## src/rtl/core/cpbc_pkg.sv

```systemverilog
// Shared types, constants and byte/nibble helper functions for the chained
// permutation block cipher. No dependencies; every rtl/core module imports it.
package cpbc_pkg;

   localparam int BlockBytes  = 16;
   localparam int ByteW       = 8;
   localparam int NibW        = 4;
   localparam int BlockW      = BlockBytes * ByteW;
   localparam int PermW       = BlockBytes * NibW;
   localparam int HalfW       = BlockW / 2;
   localparam int ValidW      = 5;
   localparam int RoundW      = 4;
   localparam int CsrIdxW     = 3;
   localparam int CsrDataW    = 64;
   localparam int SumW        = 12;
   localparam int ModBase     = BlockBytes - 3;
   // floor(s * RecipMod / 2^RecipShift) == floor(s / ModBase) for every s < 2^SumW
   localparam int RecipShift  = 16;
   localparam int RecipW      = 13;
   localparam int RecipMod    = 5042;
   localparam int ProdW       = SumW + RecipW;
   localparam int QuotW       = 9;

   localparam logic [PermW-1:0] PermIdentity = 64'hFEDC_BA98_7654_3210;

   localparam logic [CsrIdxW-1:0] CsrKeyLow     = 3'd0;
   localparam logic [CsrIdxW-1:0] CsrKeyHigh    = 3'd1;
   localparam logic [CsrIdxW-1:0] CsrPermTable  = 3'd2;
   localparam logic [CsrIdxW-1:0] CsrRoundCount = 3'd3;
   localparam logic [CsrIdxW-1:0] CsrDecrypt    = 3'd4;

   typedef logic [BlockW-1:0] block_type;
   typedef logic [PermW-1:0]  perm_type;

   typedef struct packed {
      logic load;
      logic setup;
      logic round;
      logic sum;
      logic quot;
      logic rem;
      logic rot;
      logic emit;
   } cmd_type;

   typedef struct packed {
      logic skip;
      logic full;
   } status_type;

   // y[j] = x[(j + n) mod 16]
   function automatic block_type rotl_bytes(block_type x, logic [RoundW-1:0] n);
      block_type y;
      logic [RoundW-1:0] s;
      for (int j = 0; j < BlockBytes; j++) begin
         s = RoundW'(j) + n;
         y[ByteW*j +: ByteW] = x[ByteW*s +: ByteW];
      end
      return y;
   endfunction

   function automatic perm_type rotl_nibs(perm_type p, logic [RoundW-1:0] n);
      perm_type y;
      logic [RoundW-1:0] s;
      for (int j = 0; j < BlockBytes; j++) begin
         s = RoundW'(j) + n;
         y[NibW*j +: NibW] = p[NibW*s +: NibW];
      end
      return y;
   endfunction

   function automatic block_type fwd_perm(block_type x, perm_type p);
      block_type y;
      logic [NibW-1:0] e;
      for (int i = 0; i < BlockBytes; i++) begin
         e = p[NibW*i +: NibW];
         y[ByteW*i +: ByteW] = x[ByteW*e +: ByteW];
      end
      return y;
   endfunction

   // later entries win where the table repeats a position; unhit bytes stay zero
   function automatic block_type inv_perm(block_type x, perm_type p);
      block_type y;
      logic [NibW-1:0] e;
      y = '0;
      for (int i = 0; i < BlockBytes; i++) begin
         e = p[NibW*i +: NibW];
         y[ByteW*e +: ByteW] = x[ByteW*i +: ByteW];
      end
      return y;
   endfunction

   function automatic block_type mask_block(block_type x, logic [ValidW-1:0] v);
      block_type y;
      y = x;
      for (int j = 0; j < BlockBytes; j++) begin
         if (ValidW'(j) >= v) begin
            y[ByteW*j +: ByteW] = '0;
         end
      end
      return y;
   endfunction

   function automatic logic [SumW-1:0] byte_sum(block_type x);
      logic [SumW-1:0] s_lo;
      logic [SumW-1:0] s_hi;
      s_lo = '0;
      s_hi = '0;
      for (int j = 0; j < BlockBytes / 2; j++) begin
         s_lo = s_lo + SumW'(x[ByteW*j +: ByteW]);
         s_hi = s_hi + SumW'(x[ByteW*(j + BlockBytes/2) +: ByteW]);
      end
      return s_lo + s_hi;
   endfunction

endpackage

```

## src/rtl/core/cpbc_ctrl.sv

```systemverilog
// Sequencer for the chained permutation block cipher: one-hot state machine,
// round counter and result valid flag. Depends on cpbc_pkg.
module cpbc_ctrl (
   input  logic                          clock,
   input  logic                          reset,
   input  logic                          req_valid,
   output logic                          req_stall,
   output logic                          rsp_valid,
   input  logic                          rsp_stall,
   input  logic [cpbc_pkg::RoundW-1:0]   rounds_eff,
   input  cpbc_pkg::status_type          status,
   output cpbc_pkg::cmd_type             cmd
);
   import cpbc_pkg::*;

   typedef enum logic [7:0] {
      ST_IDLE  = 8'b0000_0001,
      ST_SETUP = 8'b0000_0010,
      ST_ROUND = 8'b0000_0100,
      ST_SUM   = 8'b0000_1000,
      ST_QUOT  = 8'b0001_0000,
      ST_REM   = 8'b0010_0000,
      ST_ROT   = 8'b0100_0000,
      ST_DONE  = 8'b1000_0000
   } state_type;

   state_type         state_ff, state_in;
   logic [RoundW-1:0] cnt_ff, cnt_in;
   logic              rsp_valid_ff, rsp_valid_in;

   always_comb begin
      state_in = state_ff;
      cnt_in   = cnt_ff;
      cmd      = '0;
      case (state_ff)
         ST_IDLE: begin
            if (req_valid) begin
               cmd.load = 1'b1;
               state_in = ST_SETUP;
            end
         end
         ST_SETUP: begin
            cmd.setup = 1'b1;
            if (status.skip) begin
               state_in = ST_DONE;
            end else begin
               cnt_in   = rounds_eff - RoundW'(1);
               state_in = ST_ROUND;
            end
         end
         ST_ROUND: begin
            cmd.round = 1'b1;
            if (cnt_ff == '0) begin
               state_in = status.full ? ST_SUM : ST_DONE;
            end else begin
               cnt_in = cnt_ff - RoundW'(1);
            end
         end
         ST_SUM: begin
            cmd.sum  = 1'b1;
            state_in = ST_QUOT;
         end
         ST_QUOT: begin
            cmd.quot = 1'b1;
            state_in = ST_REM;
         end
         ST_REM: begin
            cmd.rem  = 1'b1;
            state_in = ST_ROT;
         end
         ST_ROT: begin
            cmd.rot  = 1'b1;
            state_in = ST_DONE;
         end
         ST_DONE: begin
            // wait for the output register to be free or draining this cycle
            if (!rsp_valid_ff || !rsp_stall) begin
               cmd.emit = 1'b1;
               state_in = ST_IDLE;
            end
         end
         default: begin
            state_in = ST_IDLE;
         end
      endcase
   end

   always_comb begin
      if (cmd.emit) begin
         rsp_valid_in = 1'b1;
      end else if (!rsp_stall) begin
         rsp_valid_in = 1'b0;
      end else begin
         rsp_valid_in = rsp_valid_ff;
      end
   end

   always_ff @(posedge clock) begin
      if (reset) begin
         state_ff     <= ST_IDLE;
         cnt_ff       <= '0;
         rsp_valid_ff <= 1'b0;
      end else begin
         state_ff     <= state_in;
         cnt_ff       <= cnt_in;
         rsp_valid_ff <= rsp_valid_in;
      end
   end

   assign req_stall = (state_ff != ST_IDLE);
   assign rsp_valid = rsp_valid_ff;

endmodule

```

## config.mk

```make
export PLATFORM = sky130hd
export DESIGN_NAME = cpbc_ctrl
export DESIGN_NICKNAME = d
export VERILOG_FILES = /design/src/rtl/core/cpbc_pkg.sv /design/src/rtl/core/cpbc_ctrl.sv
export SDC_FILE = /design/constraint.sdc
export NUM_CORES = 1
export LEC_CHECK = 0
export BUFFER_PORTS_ARGS = -buffer_cell sky130_fd_sc_hd__buf_2
export CAP_MARGIN = 40
export CORE_MARGIN = 3
export CORE_UTILIZATION = 57
export DETAILED_ROUTE_END_ITERATION = 8
export HOLD_SLACK_MARGIN = 0.12
export PLACE_DENSITY = 0.92
export SETUP_SLACK_MARGIN = 0.4
export SYNTH_ARGS = -nofsm -noshare
export SYNTH_HDL_FRONTEND = slang
export SYNTH_SLANG_ARGS = --single-unit
```

## constraint.sdc

```tcl
create_clock -name clock -period 3.2 [get_ports clock]
set_input_delay 0.32 -clock clock [delete_from_list [all_inputs] [get_ports clock]]
set_output_delay 0.32 -clock clock [all_outputs]
set_load 0.03 [all_outputs]
```

==> reports/metrics.cfg, run 1 <==
[outcome]
status=finished clean

[pwr]
ir_drop_v=0.000265
power.leakage_nw=0.453
power_density_nw_per_um2=386

[place]
routabilityCongestion=0.893
place_area_um2=1030
hpwl_mm=1.74
numPortBuffers=19

[sta]
hold_viol_final=0
finalCritPeriodShare_pct=68.4
period_minus_slack_ns=2.19
rsz0062_at_grt=no
slew-limit-headroom_pct=61.0
drv_slew=0
fmaxAchievable_mhz=457
finalSetupViolations=0
worst_pin_slew_ns=0.580
fin_worst_skew_ns=0.00764
setup-tns-final_ns=0

[cells_and_area]
mostFrequentLayoutCell=buf_2
final_nets=132
synthToLayoutAreaGrowth_pct=11.0
design_area_um2=1060
num_antenna_cells=0
multiInputGateArea_um2=639
final_cell_mix=buf_2, dfxtp_1, nor2_1
seq_area_um2=260
layout-drive-gt1-share_pct=38.3
nFillCells=137

[drt]
routed_via_density=6.75
avgRoutedWirePerCell_um=16.5
drt_drc_violations_left=0
drtPass1Iterations=4
ant_nets=0
wirelength_mm=2.24
num_vias=918
dr.first_iter.drc_count=31

[floorplanning]
die_w_um=46.9
design.core.area_um2=1540
die_y_um=46.9
row_count=14
start_util_pct=61.8
num_io_pins=20
die_area_um2=2200

[worst_hold_path]
min_from=status[0]
worstHoldPathType=input pin to flop

[cts]
cts_buffers=3
tritoncts=yes
cts_buffer_depth=2
htreeDepth=1
post_cts_buffers=0
cts_sinks=13
postCtsHoldBufs=0
cts_resized=0
worstSkewPairLatency_ns=0.29
root_buffer=clkbuf_4
clkTransAtPathRegs_ns=0.08

[synthesis]
synth-edff-count=0
synth_cell_type_count=56
synth.avg_cell_area_um2=9.33
seq_area_frac_synth_pct=27.3
syn_area_um2=952
synth-seq-cells=13
synth_top_cell_by_area=dfxtp_1
syn_inst=102
synth.top_cell.area_share_pct=27.3
synthTopCellsByArea=dfxtp_1, nor3_2, nor2_1, or3b_2, and3_1
async_flop_share_pct=0
syn_nets=113
yosysWarnings=0
synthFlopType=dfxtp_1

[setup_path]
crit_path_max_fanout=7
crit_arrival_ns=2.37
cp-end-kind=flop
crit-reg2reg-launch=state_ff[7]
crit_path_end=cnt_ff[2]
reg2reg_depth=7
path_class=flop to flop
r2r_end=cnt_ff[2]
cp-start-kind=flop
r2r_slack_ns=1.01
worstPathRequired_ns=3.38
critPathLaunch=state_ff[7]

[global_route]
grt_usage_pct=22.8
grt_pass1_wl_mm=3.45
grt_overflow=0
grt_antenna_before_repair=0
grt_pass1_vias=775
grt_max_degree=11

[run]
max_cap_viol_count=0

==> worst max-delay path, cell delays in order, from the launching register on <==
cell and delay (ns):
dfxtp_1 0.39, nor4_2 0.50, nand2_2 0.18, mux2i_1 0.22, ha_1 0.24, nand3_1 0.12, and2_1 0.19, o221a_1 0.23
==> cell usage after synthesis, types with 3 or more instances <==
library cell and instances:
buf_4 3, nor3_2 3, dfxtp_1 13, nand3_1 3
or3b_2 3, and3_1 4, nor3_1 3, a21oi_1 4
inv_1 4, nor2_1 8
==> layer usage <==
metal / track usage [%] / up-vias / part of all wire, %
li1: - / 437 / -
met4: 8.84 / 0 / 1.7
met2: 36.3 / 38 / 50
met5: 0 / - / 0
met1: 27.4 / 434 / 42
met3: 9.20 / 9 / 7.0
==> how the worst min path moves through the flow <==
stage	cells past startpoint	endpoint
2_1_floorplan	1	state_ff[3]
3_3_place_gp	2	cnt_ff[1]
3_5_place_dp	2	cnt_ff[1]
4_1_cts	2	state_ff[3]
5_1_grt	2	state_ff[3]
6_report	2	state_ff[3]
==> cell families after synthesis <==
group / after synthesis / synth area share (%)
simple gates: 50 / 39.8
compound gates: 26 / 23.0
flops: 13 / 27.3
buf+inv: 9 / 5.52
mux: 2 / 2.10
xor+xnor: 1 / 0.920
fa+ha+maj: 1 / 1.31
==> flip-flops by register name, indices dropped and copies added (netlist names) <==
register and cells:
state_ff 8, cnt_ff 4, rsp_valid 1
==> power by group <==
part           internal (mW)  switching, mW
Clock                 0.0465         0.0567
Sequential             0.170         0.0151
Combinational         0.0492         0.0707
Total                  0.266          0.143
==> area by class of cell <==
class / instances / area share (%)
clock buffers: 3 / 2.13
clock inverters: 1 / 0.473
inverters: 4 / 1.42
multi-input cells: 80 / 60.5
flip-flops and latches: 13 / 24.6
well taps: 16 / 1.89
repair buffers: 19 / 8.99
==> stage by stage <==
| step | hold slack [ns] | std cells | utilization (%) | setup slack (ns) | total power, mW |
|---|---|---|---|---|---|
| 6_report | 0.300 | 136 | 68.6 | 1.01 | 0.408 |
| 4_1_cts | 0.285 | 136 | 68.6 | 1.03 | 0.410 |
| 3_3_place_gp | 0.501 | 132 | 66.8 | 1.20 | 0.302 |
| 3_5_place_dp | 0.512 | 132 | 66.8 | 1.04 | 0.307 |
| 2_1_floorplan | 0.466 | 102 | - | 1.20 | 0.274 |
| 5_1_grt | 0.294 | 136 | 68.6 | 0.839 | 0.429 |
Power figures use the tool's default switching activity.
==> run 2, diff against run 1 <==
ABC_AREA = 1   (was not set)
CORE_UTILIZATION = 46   (was 57)
PLACE_DENSITY = 0.82   (was 0.92)
clock period = 1.8 ns   (was 3.2 ns; I/O delays follow)
==> reports/metrics.cfg, run 2 <==
[worst_hold_path]
min_from=status[0]
worstHoldPathType=input pin to flop

[setup_path]
cp-start-kind=flop
crit_path_max_fanout=6
crit-reg2reg-launch=state_ff[3]
cp-end-kind=primary output
critPathLaunch=state_ff[7]
path_class=flop to primary output
worstPathRequired_ns=1.62
crit_arrival_ns=1.33

[cells_and_area]
mostFrequentLayoutCell=inv_1
layout-drive-gt1-share_pct=53.7
final_cell_mix=inv_1, buf_4, nand2_1, nand3_1, buf_2
synthToLayoutAreaGrowth_pct=50.7
num_antenna_cells=0
largest_register=state_ff
nFillCells=113
design_area_um2=1270
fin_util_pct=78.7
largest_register_ffs=8
final_nets=174

[synthesis]
async_flop_share_pct=0
seq_area_frac_synth_pct=30.9
synth_top_family_by_area=simple AND/OR/NAND/NOR gates
synth-seq-cells=13
synth-compound-area-share_pct=5.94
yosysWarnings=0
yosys.area_share.simple_pct=46.1
synthFlopType=dfxtp_1
syn_inst=125
synth.top_cell.area_share_pct=30.9
syn_nets=136
muxShareOfSynthArea_pct=0
syn_area_um2=842
synth.avg_cell_area_um2=6.74
synthTopCellsByArea=dfxtp_1, inv_1, nand2_1, nand3_1, nor2_1
yosys.area_share.adder_pct=1.49
synth_top_cell_by_area=dfxtp_1
synthXorXnorAreaFrac_pct=1.04
synth-edff-count=0
yosys-top-cells-count=inv_1, nand2_1, nor2_1
synth_cell_type_count=23
synth.most_common_cell=inv_1

[drt]
drtPass1Iterations=4
num_vias=928
drt_drc_violations_left=0
avgRoutedWirePerCell_um=13.1
dr.first_iter.drc_count=18
routed_via_density=4.99
ant_nets=0
wirelength_mm=2.45

[floorplanning]
num_io_pins=20
die_w_um=48.8
row_count=14
start_util_pct=52.3
die_area_um2=2380
die_y_um=48.8
design.core.area_um2=1610

[sta]
worst_pin_slew_ns=0.185
timing.final.ws_setup_ns=0.294
rsz0062_at_grt=yes
period_minus_slack_ns=1.51
setup-tns-final_ns=0
hold_viol_final=0
finalCritPeriodShare_pct=83.7
fmaxAchievable_mhz=664
finalSetupViolations=0
fin_worst_skew_ns=0.00798
drv_slew=0
slew-limit-headroom_pct=87.7

[pwr]
power_mw=0.675
power.leakage_nw=0.649
power_density_nw_per_um2=532
ir_drop_v=0.000457

[global_route]
grt_max_degree=10
grt_antenna_before_repair=0
grt_pass1_vias=881
grt_pass1_wl_mm=3.68
grt_usage_pct=19.7
grt_overflow=0

[place]
routabilityCongestion=0.824
numPortBuffers=19
place_area_um2=968
preCtsSetupSlack_ns=0.276
hpwl_mm=1.45

[run]
max_cap_viol_count=0

[cts]
postCtsHoldBufs=0
clkTransAtPathRegs_ns=0.09
htreeDepth=1
cts_buffers=3
tritoncts=yes
cts_sinks=13
cts_buffer_depth=2
root_buffer=clkbuf_4
worstSkewPairLatency_ns=0.28

[outcome]
status=finished clean

==> run 2: layout make-up <==
class	count	area, um2	area share [%]
clock buffer	4	26.3	2.07
inverter	29	121	9.57
sequential	13	278	21.9
timing repair buffer	35	268	21.1
multi-input combinational	81	546	43.0
tap	24	30.0	2.37
==> run 2: report_power, final <==
| part | internal (mW) | switching, mW |
|---|---|---|
| logic | 0.0810 | 0.105 |
| registers | 0.293 | 0.0105 |
| clock network | 0.0859 | 0.0992 |
==> run 2: cell families after synthesis <==
kind of cell	after synthesis
simple gates	69
buf+inv	31
flops	13
compound gates	10
xor+xnor	1
fa+ha+maj	1
==> run 2: what timing repair did <==
item | CTS | global route
gates resized for setup | 29 | 25
pin swaps | 10 | 18
setup endpoints to repair | 12 | 16
buffers inserted | 12 | 4
endpoints found under the hold margin | 0 | 0
==> run 2: through the flow <==
step                cells  hold slack [ns]
floorplan             125            0.318
global placement      166            0.445
finish                186            0.160
detailed placement    166            0.449
global route          186            0.154
CTS                   182            0.141
==> run 2: layer usage <==
metal	GRT usage (%)	routed length [um]
met5	0	0
met4	10.9	85
met3	3.98	80
met2	35.7	1360
met1	20.9	915
==> run 2: final timing paths <==
kind                 endpoint  slack [ns]  cells past startpoint
setup / recovery       cmd[7]        0.29                      6
hold / removal    state_ff[3]        0.16                      3
setup reg to reg    cnt_ff[2]        0.30                     11
hold reg to reg     rsp_valid        0.49                      2
==> run 2: worst max-delay path: stages, from the launching register on <==
cell     delay, ns
dfxtp_2       0.35
inv_4         0.09
nand2_4       0.07
nor2_8        0.17
nand4_4       0.12
nor2_2        0.11
buf_6         0.14
